### src/design/swrb_pkg.sv
// Shared types and constants of the sliding window receive buffer.
// Used by swrb_mod and sliding_window_receive_buffer_core; no dependencies.
package swrb_pkg;

  localparam int SEQ_W = 16;
  localparam int FREE_W = 5;
  localparam int KIND_W = 2;
  localparam int CFG_IDX_W = 1;
  localparam int CFG_DATA_W = 16;

  localparam int MAX_WINDOW_DEF = 16;
  localparam int DATA_WIDTH_DEF = 32;

  localparam logic [FREE_W-1:0] WIN_RST = 5'd16;
  localparam logic [SEQ_W-1:0] START_RST = 16'd3;
  localparam logic [SEQ_W-1:0] NO_POINTER = 16'hFFFF;

  localparam logic [CFG_IDX_W-1:0] CFG_WINDOW_SIZE = 1'd0;
  localparam logic [CFG_IDX_W-1:0] CFG_START_SEQ = 1'd1;

  typedef enum logic [KIND_W-1:0] {
    KIND_DATA  = 2'd0,
    KIND_FIN   = 2'd1,
    KIND_PROBE = 2'd2,
    KIND_DRAIN = 2'd3
  } kind_e;

  typedef enum logic [KIND_W-1:0] {
    RES_DATA_ACK = 2'd0,
    RES_FIN_ACK  = 2'd1,
    RES_WIN_UPD  = 2'd2,
    RES_DELIVER  = 2'd3
  } res_kind_e;

endpackage

### src/design/swrb_mod.sv
// Bit-serial remainder of a sequence number by the window size in use.
// Depends on swrb_pkg for the sequence and count widths.
module swrb_mod (
  input  logic                        clk_i,
  input  logic                        rst_ni,
  input  logic                        start_i,
  input  logic [swrb_pkg::SEQ_W-1:0]  dividend_i,
  input  logic [swrb_pkg::FREE_W-1:0] divisor_i,
  output logic                        done_o,
  output logic [swrb_pkg::FREE_W-1:0] rem_o
);
  import swrb_pkg::*;

  localparam int CNT_W = $clog2(SEQ_W + 1);

  logic [SEQ_W-1:0]  dvd_q;
  logic [FREE_W-1:0] dvs_q;
  logic [FREE_W-1:0] rem_q;
  logic [CNT_W-1:0]  cnt_q;
  logic              busy_q;
  logic              done_q;
  logic [FREE_W:0]   shifted;
  logic [FREE_W:0]   reduced;

  always_comb begin
    shifted = {rem_q, dvd_q[SEQ_W-1]};
    if (shifted >= {1'b0, dvs_q}) begin
      reduced = shifted - {1'b0, dvs_q};
    end else begin
      reduced = shifted;
    end
  end

  always_ff @(posedge clk_i or negedge rst_ni) begin
    if (!rst_ni) begin
      busy_q <= 1'b0;
      done_q <= 1'b0;
      cnt_q  <= '0;
      dvd_q  <= '0;
      dvs_q  <= '0;
      rem_q  <= '0;
    end else begin
      done_q <= 1'b0;
      if (start_i) begin
        busy_q <= 1'b1;
        cnt_q  <= CNT_W'(SEQ_W);
        dvd_q  <= dividend_i;
        dvs_q  <= divisor_i;
        rem_q  <= '0;
      end else if (busy_q) begin
        rem_q <= reduced[FREE_W-1:0];
        dvd_q <= {dvd_q[SEQ_W-2:0], 1'b0};
        cnt_q <= cnt_q - CNT_W'(1);
        if (cnt_q == CNT_W'(1)) begin
          busy_q <= 1'b0;
          done_q <= 1'b1;
        end
      end
    end
  end

  assign done_o = done_q;
  assign rem_o  = rem_q;

endmodule

### src/design/sliding_window_receive_buffer_core.sv
// Selective-repeat receive window: slot store, window start advance and drain.
// Depends on swrb_pkg and swrb_mod.
// Data or FIN packet: swrb_mod gives the slot index, the item is stored, the window start advance
// passes the filled slots after it unless the free count runs out, and the ack is loaded from
// ST_EMIT. Next item once back in ST_IDLE. Probe with free space: the window update is loaded
// from ST_EMIT. Drain: each delivered item is read from the payload RAM, then loaded. A result
// held by out_ready_i stalls the block. Reset clears the valid bits at once; a configuration
// write clears them and recomputes the start slot index with swrb_mod.
module sliding_window_receive_buffer_core #(
  parameter int MAX_WINDOW = swrb_pkg::MAX_WINDOW_DEF,
  parameter int DATA_WIDTH = swrb_pkg::DATA_WIDTH_DEF
) (
  input  logic                            clk_i,
  input  logic                            rst_ni,
  input  logic                            cfg_we_i,
  input  logic [swrb_pkg::CFG_IDX_W-1:0]  cfg_idx_i,
  input  logic [swrb_pkg::CFG_DATA_W-1:0] cfg_data_i,
  input  logic                            in_valid_i,
  output logic                            in_ready_o,
  input  logic [swrb_pkg::KIND_W-1:0]     kind_i,
  input  logic [swrb_pkg::SEQ_W-1:0]      seq_num_i,
  input  logic [DATA_WIDTH-1:0]           payload_word_i,
  output logic                            out_valid_o,
  input  logic                            out_ready_i,
  output logic [swrb_pkg::KIND_W-1:0]     result_kind_o,
  output logic [swrb_pkg::SEQ_W-1:0]      ack_seq_o,
  output logic [swrb_pkg::FREE_W-1:0]     window_free_o,
  output logic                            accepted_o,
  output logic [DATA_WIDTH-1:0]           data_word_o,
  output logic                            last_o
);
  import swrb_pkg::*;

  localparam int IDX_W = (MAX_WINDOW > 1) ? $clog2(MAX_WINDOW) : 1;
  localparam int WIN_RST_USE = (WIN_RST == '0) ? 1 :
                               ((int'(WIN_RST) > MAX_WINDOW) ? MAX_WINDOW : int'(WIN_RST));
  localparam logic [IDX_W-1:0] WS_IDX_RST = IDX_W'(int'(START_RST) % WIN_RST_USE);

  typedef enum logic [6:0] {
    ST_IDLE = 7'b0000001,
    ST_INIT = 7'b0000010,
    ST_MOD  = 7'b0000100,
    ST_ADV  = 7'b0001000,
    ST_EMIT = 7'b0010000,
    ST_DRD  = 7'b0100000,
    ST_DOUT = 7'b1000000
  } state_e;

  function automatic logic [FREE_W-1:0] win_clamp(input logic [FREE_W-1:0] v);
    if (v == '0) return FREE_W'(1);
    if (int'(v) > MAX_WINDOW) return FREE_W'(MAX_WINDOW);
    return v;
  endfunction

  function automatic logic [IDX_W-1:0] idx_inc(input logic [IDX_W-1:0] idx,
                                               input logic [SEQ_W-1:0] nxt,
                                               input logic [FREE_W-1:0] w);
    logic [IDX_W:0] sum;
    sum = {1'b0, idx} + (IDX_W+1)'(1);
    if (nxt == '0 || sum == (IDX_W+1)'(w)) return '0;
    return sum[IDX_W-1:0];
  endfunction

  state_e            state_q, state_d;
  logic [FREE_W-1:0] win_cfg_q, win_cfg_d;
  logic [SEQ_W-1:0]  start_cfg_q, start_cfg_d;
  logic [SEQ_W-1:0]  ws_q, ws_d;
  logic [IDX_W-1:0]  ws_idx_q, ws_idx_d;
  logic [FREE_W-1:0] free_q, free_d;
  logic [SEQ_W-1:0]  rs_q, rs_d;
  logic [IDX_W-1:0]  rs_idx_q, rs_idx_d;
  logic              rs_set_q, rs_set_d;
  logic              valid_q [MAX_WINDOW];
  logic              valid_d [MAX_WINDOW];
  logic [SEQ_W-1:0]  seq_q, seq_d;
  logic [DATA_WIDTH-1:0] pay_q, pay_d;
  res_kind_e         pend_q, pend_d;
  logic              acc_q, acc_d;
  logic [FREE_W-1:0] n_q, n_d;
  logic [SEQ_W-1:0]  dseq_q, dseq_d;
  logic              last_q, last_d;

  logic [DATA_WIDTH-1:0] slot_mem_q [MAX_WINDOW];
  logic [DATA_WIDTH-1:0] rdata_q;
  logic                  mem_we;
  logic                  mem_re;

  logic              out_valid_q;
  res_kind_e         out_kind_q;
  logic [SEQ_W-1:0]  out_seq_q;
  logic [FREE_W-1:0] out_free_q;
  logic              out_acc_q;
  logic [DATA_WIDTH-1:0] out_data_q;
  logic              out_last_q;
  logic              out_load;
  res_kind_e         ld_kind;
  logic [SEQ_W-1:0]  ld_seq;
  logic              ld_acc;
  logic [DATA_WIDTH-1:0] ld_data;
  logic              ld_last;
  logic              out_room;

  logic              mod_start;
  logic [SEQ_W-1:0]  mod_dvd;
  logic [FREE_W-1:0] mod_dvs;
  logic              mod_done;
  logic [FREE_W-1:0] mod_rem;
  logic [IDX_W-1:0]  rem_idx;

  logic [FREE_W-1:0] w_use;
  logic [FREE_W-1:0] win_new;
  logic [SEQ_W-1:0]  start_new;
  logic [FREE_W-1:0] free_dec;
  logic [SEQ_W-1:0]  ws_inc;
  logic [SEQ_W-1:0]  rs_inc;
  logic [IDX_W-1:0]  rs_idx_nxt;

  swrb_mod u_mod (
    .clk_i      (clk_i),
    .rst_ni     (rst_ni),
    .start_i    (mod_start),
    .dividend_i (mod_dvd),
    .divisor_i  (mod_dvs),
    .done_o     (mod_done),
    .rem_o      (mod_rem)
  );

  assign rem_idx    = IDX_W'(mod_rem);
  assign w_use      = win_clamp(win_cfg_q);
  assign out_room   = !out_valid_q || out_ready_i;
  assign free_dec   = (free_q == '0) ? '0 : free_q - FREE_W'(1);
  assign ws_inc     = ws_q + SEQ_W'(1);
  assign rs_inc     = rs_q + SEQ_W'(1);
  assign rs_idx_nxt = idx_inc(rs_idx_q, rs_inc, w_use);
  assign win_new    = (cfg_idx_i == CFG_WINDOW_SIZE) ? cfg_data_i[FREE_W-1:0] : win_cfg_q;
  assign start_new  = (cfg_idx_i == CFG_START_SEQ) ? cfg_data_i[SEQ_W-1:0] : start_cfg_q;

  always_comb begin
    state_d     = state_q;
    win_cfg_d   = win_cfg_q;
    start_cfg_d = start_cfg_q;
    ws_d        = ws_q;
    ws_idx_d    = ws_idx_q;
    free_d      = free_q;
    rs_d        = rs_q;
    rs_idx_d    = rs_idx_q;
    rs_set_d    = rs_set_q;
    valid_d     = valid_q;
    seq_d       = seq_q;
    pay_d       = pay_q;
    pend_d      = pend_q;
    acc_d       = acc_q;
    n_d         = n_q;
    dseq_d      = dseq_q;
    last_d      = last_q;
    mod_start   = 1'b0;
    mod_dvd     = seq_num_i;
    mod_dvs     = w_use;
    mem_we      = 1'b0;
    mem_re      = 1'b0;
    out_load    = 1'b0;
    ld_kind     = pend_q;
    ld_seq      = ws_q;
    ld_acc      = acc_q;
    ld_data     = '0;
    ld_last     = 1'b1;

    unique case (state_q)
      ST_IDLE: begin
        if (in_valid_i) begin
          seq_d = seq_num_i;
          pay_d = payload_word_i;
          if (kind_i == KIND_DRAIN) begin
            if (free_q != w_use && rs_set_q && valid_q[rs_idx_q]) begin
              n_d     = '0;
              state_d = ST_DRD;
            end
          end else if (kind_i == KIND_PROBE && free_q != '0) begin
            pend_d  = RES_WIN_UPD;
            acc_d   = 1'b0;
            state_d = ST_EMIT;
          end else begin
            pend_d    = (kind_i == KIND_FIN) ? RES_FIN_ACK : RES_DATA_ACK;
            mod_start = 1'b1;
            state_d   = ST_MOD;
          end
        end
      end
      ST_INIT: begin
        if (mod_done) begin
          ws_idx_d = rem_idx;
          state_d  = ST_IDLE;
        end
      end
      ST_MOD: begin
        if (mod_done) begin
          if (valid_q[rem_idx]) begin
            acc_d   = 1'b0;
            state_d = ST_EMIT;
          end else begin
            acc_d            = 1'b1;
            mem_we           = 1'b1;
            valid_d[rem_idx] = 1'b1;
            if (!rs_set_q) begin
              rs_d     = seq_q;
              rs_idx_d = rem_idx;
              rs_set_d = 1'b1;
            end
            if (ws_q == seq_q) begin
              free_d   = free_dec;
              ws_d     = ws_inc;
              ws_idx_d = idx_inc(rem_idx, ws_inc, w_use);
              n_d      = '0;
              state_d  = (free_dec == '0) ? ST_EMIT : ST_ADV;
            end else begin
              state_d = ST_EMIT;
            end
          end
        end
      end
      ST_ADV: begin
        if (n_q == w_use || !valid_q[ws_idx_q] || ws_q == rs_q) begin
          state_d = ST_EMIT;
        end else begin
          ws_d     = ws_inc;
          ws_idx_d = idx_inc(ws_idx_q, ws_inc, w_use);
          free_d   = free_dec;
          n_d      = n_q + FREE_W'(1);
          if (free_dec == '0) begin
            state_d = ST_EMIT;
          end
        end
      end
      ST_EMIT: begin
        if (out_room) begin
          out_load = 1'b1;
          if (pend_q == RES_WIN_UPD) begin
            ld_seq = rs_set_q ? rs_q : NO_POINTER;
          end
          state_d = ST_IDLE;
        end
      end
      ST_DRD: begin
        mem_re            = 1'b1;
        dseq_d            = rs_q;
        valid_d[rs_idx_q] = 1'b0;
        if (free_q < w_use) begin
          free_d = free_q + FREE_W'(1);
        end
        rs_d     = rs_inc;
        rs_idx_d = rs_idx_nxt;
        n_d      = n_q + FREE_W'(1);
        last_d   = (({1'b0, n_q} + (FREE_W+1)'(1)) == {1'b0, w_use}) || !valid_q[rs_idx_nxt];
        state_d  = ST_DOUT;
      end
      ST_DOUT: begin
        if (out_room) begin
          out_load = 1'b1;
          ld_kind  = RES_DELIVER;
          ld_seq   = dseq_q;
          ld_acc   = 1'b0;
          ld_data  = rdata_q;
          ld_last  = last_q;
          state_d  = last_q ? ST_IDLE : ST_DRD;
        end
      end
      default: begin
        state_d = ST_IDLE;
      end
    endcase

    if (cfg_we_i) begin
      win_cfg_d   = win_new;
      start_cfg_d = start_new;
      for (int i = 0; i < MAX_WINDOW; i++) begin
        valid_d[i] = 1'b0;
      end
      ws_d      = start_new;
      free_d    = win_clamp(win_new);
      rs_d      = '0;
      rs_idx_d  = '0;
      rs_set_d  = 1'b0;
      mod_start = 1'b1;
      mod_dvd   = start_new;
      mod_dvs   = win_clamp(win_new);
      state_d   = ST_INIT;
    end
  end

  always_ff @(posedge clk_i or negedge rst_ni) begin
    if (!rst_ni) begin
      state_q     <= ST_IDLE;
      win_cfg_q   <= WIN_RST;
      start_cfg_q <= START_RST;
      ws_q        <= START_RST;
      ws_idx_q    <= WS_IDX_RST;
      free_q      <= FREE_W'(WIN_RST_USE);
      rs_q        <= '0;
      rs_idx_q    <= '0;
      rs_set_q    <= 1'b0;
      for (int i = 0; i < MAX_WINDOW; i++) begin
        valid_q[i] <= 1'b0;
      end
      n_q         <= '0;
      last_q      <= 1'b0;
      out_valid_q <= 1'b0;
    end else begin
      state_q     <= state_d;
      win_cfg_q   <= win_cfg_d;
      start_cfg_q <= start_cfg_d;
      ws_q        <= ws_d;
      ws_idx_q    <= ws_idx_d;
      free_q      <= free_d;
      rs_q        <= rs_d;
      rs_idx_q    <= rs_idx_d;
      rs_set_q    <= rs_set_d;
      valid_q     <= valid_d;
      n_q         <= n_d;
      last_q      <= last_d;
      if (out_load) begin
        out_valid_q <= 1'b1;
      end else if (out_ready_i) begin
        out_valid_q <= 1'b0;
      end
    end
  end

  always_ff @(posedge clk_i) begin
    seq_q  <= seq_d;
    pay_q  <= pay_d;
    pend_q <= pend_d;
    acc_q  <= acc_d;
    dseq_q <= dseq_d;
    if (out_load) begin
      out_kind_q <= ld_kind;
      out_seq_q  <= ld_seq;
      out_free_q <= free_q;
      out_acc_q  <= ld_acc;
      out_data_q <= ld_data;
      out_last_q <= ld_last;
    end
  end

  always_ff @(posedge clk_i) begin
    if (mem_we) begin
      slot_mem_q[rem_idx] <= pay_q;
    end
    if (mem_re) begin
      rdata_q <= slot_mem_q[rs_idx_q];
    end
  end

  assign in_ready_o    = (state_q == ST_IDLE);
  assign out_valid_o   = out_valid_q;
  assign result_kind_o = out_kind_q;
  assign ack_seq_o     = out_seq_q;
  assign window_free_o = out_free_q;
  assign accepted_o    = out_acc_q;
  assign data_word_o   = out_data_q;
  assign last_o        = out_last_q;

endmodule
### config.mk
export PLATFORM = sky130hd
export DESIGN_NAME = sliding_window_receive_buffer_core
export DESIGN_NICKNAME = d
export VERILOG_FILES = /design/src/design/swrb_pkg.sv /design/src/design/swrb_mod.sv /design/src/design/sliding_window_receive_buffer_core.sv
export SDC_FILE = /design/constraint.sdc
export NUM_CORES = 1
export LEC_CHECK = 0
export BUFFER_PORTS_ARGS = -buffer_cell sky130_fd_sc_hd__buf_2
export CAP_MARGIN = 20
export CORE_ASPECT_RATIO = 2
export CORE_MARGIN = 4
export CORE_UTILIZATION = 40
export CTS_BUF_LIST = sky130_fd_sc_hd__clkbuf_16
export DETAILED_ROUTE_END_ITERATION = 10
export HOLD_SLACK_MARGIN = 0.12
export PLACE_DENSITY = 0.66
export SYNTH_ARGS = -nofsm -noshare
export SYNTH_HDL_FRONTEND = slang
export SYNTH_SLANG_ARGS = --single-unit
### constraint.sdc
create_clock -name clk_i -period 4.07 [get_ports clk_i]
set_input_delay 1.221 -clock clk_i [delete_from_list [all_inputs] [get_ports clk_i]]
set_output_delay 1.221 -clock clk_i [all_outputs]
set_load 0.01 [all_outputs]
==> out/metrics.cfg, run 1 <==
[status]
status=finished, final reports clean

[global_route]
antenna_found_initial=1
grt_pass1_wl_mm=134
grt_usage_pct=20.1
overflow=0
grt_max_degree=78
grt_pass1_vias=20300

[synth]
yosysUniqueCellTypes=89
syn_area_mm2=0.0340
yosysSeqAreaShare_pct=68.6
synthMuxAreaShare_pct=13.8
synth_nets=2118
synth_top_family_by_area=multiplexers
synthAdderAreaFrac_pct=1.07
synth_seq_cells=798
synth-xor-area-share_pct=1.82
synth_compound_area_share_pct=6.82
synth_area_per_cell_um2=16.8
synthCells=2019
ys.flop_type=edfxtp_1
synth_edf_count=668
synth-async-reset-ratio_pct=16.3
synthSimpleGateAreaFrac_pct=5.68
ys_warn_count=0

[power]
finalPower_mw=19.5
peakVddDrop_mv=0.258
p_per_area_mw_per_mm2=505
p_leak_nw=13.3

[worst_setup_path]
reg2reg_setup_slack_ns=0.38
slowest_stage=a2111oi_0
crit_path_start_kind=flop
path_max_fanout=12
worstRegToRegCells=7
rr_endpoint=rs_idx_q[3]
r2r-start=rs_q[3]
crit_type=flop to flop
crit_start=rs_q[3]
critPathCaptureType=flop
crit_end=rs_idx_q[3]
arrival_ns=4.20
crit_chain=nand4_1 -> o41ai_1 -> nor3b_1 -> a2111oi_0 -> a21oi_1 -> a22oi_1 -> o21ai_0
crit_required_ns=4.58
critPathMaxStageDelay_ns=0.87

[die]
rows=151
io_pins=131
core_mm2=0.0845
initial_core_util_pct=40.3
fp.dieW_um=214
die_area_mm2=0.0901
dieHeight_um=420

[clock_network]
cts_buffers=74
ctsHoldBuffers=0
clkSlewWorstSetupHoldPaths_ns=0.06
cts_sinks=798
root_buffer=clkbuf_16
cts-resized-gates=0
clk_path_buf_depth=3
clkLatencyLatePin_ns=0.64
cts_setup_buffers=0
cts_max_level=3
cts_tree=done

[placed_design]
gp_congestion=0.996
port_buffers=130
dp_hpwl_mm=60.2

[final_layout]
diodes=0
area_delta_synth_final_pct=13.6
n_fill_cell=7169
layout_common_cells=edfxtp_1 (668), mux4_2 (177), buf_2 (128)
final_common_cell=edfxtp_1
ff_latch_area_mm2=0.0233
layout.nets=2250
drive_gt1_share_pct=25.1
multiInputGateArea_mm2=0.00998

[timing]
setup_viol=0
period_share_pct=90.6
period_minus_slack_ns=3.69
max_freq_mhz=271
worst_pin_slew_ns=1.19
max-slew-margin-rel_pct=20.7
hold_viol=0
slew_violations=0
grt_setup_unrepaired=no
skew_ns=0.0209
setup_tns_ns=0
fin_hold_ws_ns=0.482

[routing]
wirelength_mm=90.7
vias=19300
routed_via_density=5.89
antenna_left=0
wl_per_cell_um=27.7
drt_first_pass_iters=6
drt_iter0_markers=1827
drc=0

[worst_hold_path]
hp-class=flop to flop

[run]
drv_cap=0

-- state kept, by name, summed over array words and instances (netlist names), 32 cells and up --
signal	flops
rdata_q	32
slot_mem_q	512
data_word_o	32
pay_q	32
-- cells by family after synthesis --
logic type	Yosys count
DFF	798
and+or+nand+nor	359
AOI/OAI and AO/OA	324
muxes	246
buffers and inverters	194
xor gates and xnor gates	69
adders and majority gates	29
-- report_power, final --
part           switching, mW  internal [mW]
logic                   1.51           1.42
registers              0.474           9.13
clock network           3.06           3.90
-- worst min-delay path by stage --
stage / start / slack, ns / end / cells after the start
final: start_cfg_q[2] / 0.48 / start_cfg_q[2] / 1
after global routing: start_cfg_q[2] / 0.52 / start_cfg_q[2] / 1
after detailed placement: start_cfg_q[2] / 0.47 / start_cfg_q[2] / 1
after global placement: start_cfg_q[2] / 0.46 / start_cfg_q[2] / 1
after floorplan: rs_q[7] / 0.42 / dseq_q[7] / 0
after CTS: start_cfg_q[2] / 0.48 / start_cfg_q[2] / 1
-- stage by stage --
step | util (%) | setup WS [ns] | instances | cell area (um^2)
after floorplan | - | 0.462 | 2019 | 34000
after global placement | 42.9 | 0.577 | 3146 | 36200
after detailed placement | 42.9 | 0.559 | 3146 | 36200
after CTS | 45.8 | 0.541 | 3278 | 38600
after global routing | 45.8 | 0.225 | 3278 | 38600
final | 45.8 | 0.381 | 3278 | 38600
-- metal layers --
| layer | up-vias | share of wire, % | GRT usage (%) |
|---|---|---|---|
| met2 | 727 | 54 | 37.2 |
| met4 | 0 | 6.9 | 12.6 |
| li1 | 8326 | - | - |
| met5 | - | 0 | 0 |
| met3 | 253 | 4.5 | 2.93 |
| met1 | 9990 | 34 | 21.3 |
-- critical path, delay by kind of cell, from the launching register on --
| kind | cells | cell delay (ns) |
|---|---|---|
| AND/OR/NAND/NOR | 2 | 0.69 |
| flip-flops | 1 | 0.72 |
| AO/OA/AOI/OAI | 5 | 2.13 |
-- area by class of cell --
cell class	count	area share (%)
inverter	50	0.489
sequential	798	60.4
timing repair buffer	200	3.62
multi-input combinational	1027	25.8
tap	1071	3.47
clock inverter	57	1.37
clock buffer	75	4.86
-- synth_stat cells, types with 28 or more instances --
master      n  area [um^2]
edfxtp_1  668        20100
mux4_2    177         3990
dfrtp_1   121         3030
clkbuf_1  112          420
nor2_1     68          255
o21ai_0    66          330
nand2_1    65          244
a21oi_1    64          320
inv_1      48          180
mux2i_1    48          480
and2_1     40          250
xnor2_1    37          324
xor2_1     31          272
and3_1     28          175
Note: power is estimated with default switching activity, not from simulation.
==> run 2: changes to the inputs <==
Settings changed: CORE_UTILIZATION 40 to 30, PLACE_DENSITY 0.66 to 0.54.
==> run 2 against run 1 <==
Effect of this change:
- clock power is 3.4% higher
- critical endpoint is now last_q
- critical path type unchanged
- utilization is 11 points lower
- combinational power hardly changed
- critical path depth stayed put
- design area is 1.7% higher
- fmax is 6.3% higher
- first-iteration DRC count is 18% lower
- largest cell class unchanged
- wire length is 3.0% higher
- sequential cell count stayed put
- global-route usage is 4.5 points lower
- non-clock buffer count is 8 lower
- setup slack better by 0.22 ns
==> out/metrics.cfg, run 2 (synthesis results as in run 1) <==
[status]
status=finished, final reports clean

[global_route]
grt_max_degree=132
grt_pass1_wl_mm=138
grt_usage_pct=15.6
overflow=0
antenna_found_initial=3
grt_pass1_vias=20700

[die]
rows=174
io_pins=131
core_mm2=0.113
fp.dieW_um=246
die_area_mm2=0.119
initial_core_util_pct=30.2
dieHeight_um=484

[worst_setup_path]
rr_endpoint=last_q
crit_path_start_kind=flop
path_max_fanout=12
worstRegToRegCells=7
crit_required_ns=4.64
r2r-start=rs_q[6]
reg2reg_setup_slack_ns=0.60
crit_type=flop to flop
arrival_ns=4.04
critPathCaptureType=flop

[final_layout]
multiInputGateArea_mm2=0.00998
n_fill_cell=10700
final_common_cell=edfxtp_1
drive_gt1_share_pct=25.0
layout_common_cells=edfxtp_1 (668), mux4_2 (177), buf_2 (128)
final_util_pct=34.9
regMostFlops=slot_mem_q
layout.nets=2245
ff_latch_area_mm2=0.0233
largest_reg_flops=512
area_delta_synth_final_pct=15.5

[timing]
slew_violations=0
hold_viol=0
period_minus_slack_ns=3.47
setup_viol=0
skew_ns=0.0367
grt_setup_unrepaired=no
setup_tns_ns=0
worst_pin_slew_ns=1.08
period_share_pct=85.3
max_freq_mhz=288
max-slew-margin-rel_pct=26.3

[worst_hold_path]
min_from=start_cfg_q[2]
min_to=start_cfg_q[2]
hold_depth=1
hp-class=flop to flop

[routing]
wirelength_mm=93.4
antenna_left=0
drc=0
drt_iter0_markers=1504
drt_first_pass_iters=5
vias=19300
routed_via_density=5.19
wl_per_cell_um=25.2

[clock_network]
cts_max_level=3
cts_sinks=798
cts-resized-gates=0
clk_path_buf_depth=3
clkSlewWorstSetupHoldPaths_ns=0.06
root_buffer=clkbuf_16
cts_setup_buffers=0
cts_tree=done
ctsHoldBuffers=0
cts_buffers=77
clkLatencyLatePin_ns=0.67

[power]
peakVddDrop_mv=0.349
pwr-share-comb_pct=14.8
power_frac_seq_pct=48.7
p_int_mw=14.5
swShare_pct=26.6
p_per_area_mw_per_mm2=502
p_leak_nw=13.3
p_sw_mw=5.25
power.share.clock_pct=36.5

[placed_design]
port_buffers=130
dp_hpwl_mm=59.7
gp_congestion=0.913

[run]
drv_cap=0

## run 2: worst max-delay path by stage
stage | start | endpoint | slack (ns)
final | rs_q[6] | last_q | 0.60
after detailed placement | rs_q[6] | last_q | 0.72
after floorplan | in_valid_i | u_mod.dvd_q[10] | 0.46
after CTS | state_q[3] | in_ready_o | 0.63
after global routing | rs_q[6] | rs_idx_q[2] | 0.40
after global placement | ws_q[0] | ws_q[10] | 0.73
## run 2: critical path, cell delays in order (launching register included)
cell and delay (ns):
dfrtp_1 0.65, nand3_1 0.37, nor4_2 0.56, mux2i_1 0.15
a2111oi_0 0.95, nand2_1 0.21, mux2_2 0.32, o211ai_1 0.17
## run 2: routing by layer
layer,track usage (%),share of wire (%),vias up
met3,2.26,4.2,238
met2,28.5,54,635
li1,-,-,8320
met1,17.1,36,10100
met4,8.53,5.7,2
met5,0,0.0075,-
## run 2: power by group through the flow
| stage | Sequential, mW | Clock (mW) | Combinational (mW) |
|---|---|---|---|
| after floorplan | 9.46 | 0 | 2.30 |
| after global placement | 9.76 | 0 | 2.90 |
| after detailed placement | 9.78 | 0 | 2.95 |
| after CTS | 9.61 | 7.42 | 2.97 |
| after global routing | 9.65 | 7.76 | 3.18 |
| final | 9.62 | 7.20 | 2.92 |
## run 2: per-stage QoR
step | total power [mW] | setup WS (ns) | cell area, um^2 | std cells | hold slack [ns]
after detailed placement | 12.7 | 0.720 | 36800 | 3563 | 0.481
after global placement | 12.7 | 0.734 | 36800 | 3563 | 0.467
final | 19.7 | 0.600 | 39300 | 3707 | 0.498
after CTS | 20.0 | 0.627 | 39300 | 3705 | 0.495
after floorplan | 11.8 | 0.462 | 34000 | 2019 | 0.420
after global routing | 20.6 | 0.404 | 39300 | 3706 | 0.514
## run 2: area by class of cell
cell class | instances | area share, %
sequential | 798 | 59.4
multi-input combinational | 1027 | 25.4
clock buffer | 77 | 4.90
tap | 1496 | 4.76
timing repair buffer | 192 | 3.56
clock inverter | 65 | 1.53
inverter | 50 | 0.481
antenna | 2 | 0.0127
==> run 3: changes to the inputs <==
Settings changed: CTS_BUF_LIST sky130_fd_sc_hd__clkbuf_16 to sky130_fd_sc_hd__clkbuf_4, PLACE_DENSITY 0.54 to 0.57.
==> run 3 against run 2 <==
Effect of this change:
- critical path type unchanged
- clock power is 12% lower
- sequential cell count is the same
- largest cell class unchanged
- critical endpoint is now rs_idx_q[3]
- critical path depth rose by 2
==> out/metrics.cfg, run 3 (synthesis results as in run 1) <==
[run]
drv_cap=0

[clock_network]
cts_tree=done
cts_buffers=174
cts_sinks=798
cts_setup_buffers=0
clk_path_buf_depth=3
cts_max_level=4
clkSlewWorstSetupHoldPaths_ns=0.08
root_buffer=clkbuf_4
clkLatencyLatePin_ns=1.03

[power]
power.share.clock_pct=33.4
p_leak_nw=13.4
p_int_mw=13.6
peakVddDrop_mv=0.260
p_per_area_mw_per_mm2=485
swShare_pct=28.0
p_sw_mw=5.30
pwr-share-comb_pct=15.7
finalPower_mw=18.9
power_frac_seq_pct=50.9

[timing]
hold_viol=0
worst_pin_slew_ns=0.992
skew_ns=0.0978
max-slew-margin-rel_pct=33.6
period_minus_slack_ns=3.72
max_freq_mhz=269
slew_violations=0
setup_viol=0
period_share_pct=91.4
grt_setup_unrepaired=no
setup_tns_ns=0

[worst_hold_path]
hp-class=input pin to flop
min_from=payload_word_i[26]

[worst_setup_path]
r2r-start=rs_q[1]
crit_start=rs_q[1]
crit_required_ns=4.86
crit_path_start_kind=flop
arrival_ns=4.51
reg2reg_setup_slack_ns=0.35
path_max_fanout=11
crit_type=flop to flop
critPathCaptureType=flop

[final_layout]
largest_reg_flops=512
final_common_cell=edfxtp_1
layout_common_cells=edfxtp_1 (668), clkbuf_4 (236), mux4_2 (177)
final_util_pct=34.6
area_delta_synth_final_pct=14.6
drive_gt1_share_pct=30.3
stdcell_count=3901
n_fill_cell=10800
regMostFlops=slot_mem_q
layout.nets=2356

[die]
rows=174
io_pins=131
fp.dieW_um=246
dieHeight_um=484
die_area_mm2=0.119
core_mm2=0.113
initial_core_util_pct=30.2

[global_route]
grt_pass1_wl_mm=137
grt_max_degree=77
overflow=0
grt_usage_pct=15.4
grt_pass1_vias=21300
antenna_found_initial=8

[routing]
drt_first_pass_iters=6
wirelength_mm=92.0
wl_per_cell_um=23.6
drt_iter0_markers=1392
antenna_left=0
routed_via_density=5.07
drc=0
vias=19800

[status]
status=finished, final reports clean

[placed_design]
placed_cells_incl_taps=3576
gp_congestion=0.920
dp_hpwl_mm=64.3
port_buffers=130

run 3: cell count changes in the layout (fill, tap and decap cells not counted), moves of 13 or more:
cell	previous run	this run
buf_4	41	71
buf_12	22	5
clkbuf_4	0	236
clkbuf_16	77	0
inv_1	60	47
clkinv_1	19	47
run 3: worst max-delay path: stages, from the launching register on:
cell and delay (ns):
dfrtp_1 0.66, ha_1 0.36, nand3_1 0.35, nor4_2 0.47, mux2i_1 0.15, a2111oi_0 0.59, buf_4 0.23, a21oi_1 0.14
a22oi_1 0.37, o21ai_0 0.15
run 3: timing repair:
action | 4_1_cts | 5_1_grt
endpoints found under the hold margin | 18 | 0
hold buffers | 1 | 0
gates resized for setup | 0 | 0
run 3: worst paths after layout:
path | endpoint | depth (start not counted)
worst min-delay path | pay_q[26] | 1
max in group asynchronous | state_q[0] | 3
worst min register to register | start_cfg_q[2] | 1
min in group asynchronous | start_cfg_q[7] | 2
worst max-delay path | rs_idx_q[3] | 9
worst max register to register | rs_idx_q[3] | 9
run 3: area by class of cell:
cell class	instances	area [um^2]	share of cell area (%)
timing repair buffer	206	1290	3.32
multi-input combinational	1027	9980	25.6
clock buffer	236	1770	4.54
sequential	798	23300	59.9
antenna	7	17.5	0.0449
inverter	50	189	0.485
clock inverter	81	531	1.36
tap	1496	1870	4.80
run 3: metal layers:
layer / vias up / track usage (%) / wire, um
met5: - / 0 / 21
met4: 4 / 10.6 / 6910
met3: 293 / 3.00 / 4640
met2: 806 / 27.5 / 48400
met1: 10000 / 16.2 / 32000
li1: 8658 / - / -
run 3: power groups by stage:
stage / Sequential, mW / Combinational [mW] / Clock, mW
after floorplan: 9.46 / 2.30 / 0
after CTS: 9.61 / 3.00 / 6.56
final: 9.62 / 2.98 / 6.31
after global placement: 9.76 / 2.92 / 0
after detailed placement: 9.79 / 2.98 / 0
after global routing: 9.65 / 3.21 / 6.94
run 3: stage by stage:
step / setup WS (ns) / hold WS [ns] / area, um^2
finish: 0.350 / 0.370 / 39000
global route: 0.202 / 0.252 / 39000
floorplan: 0.462 / 0.420 / 34000
global placement: 0.615 / 0.466 / 36700
CTS: 0.354 / 0.197 / 39000
detailed placement: 0.497 / 0.475 / 36700
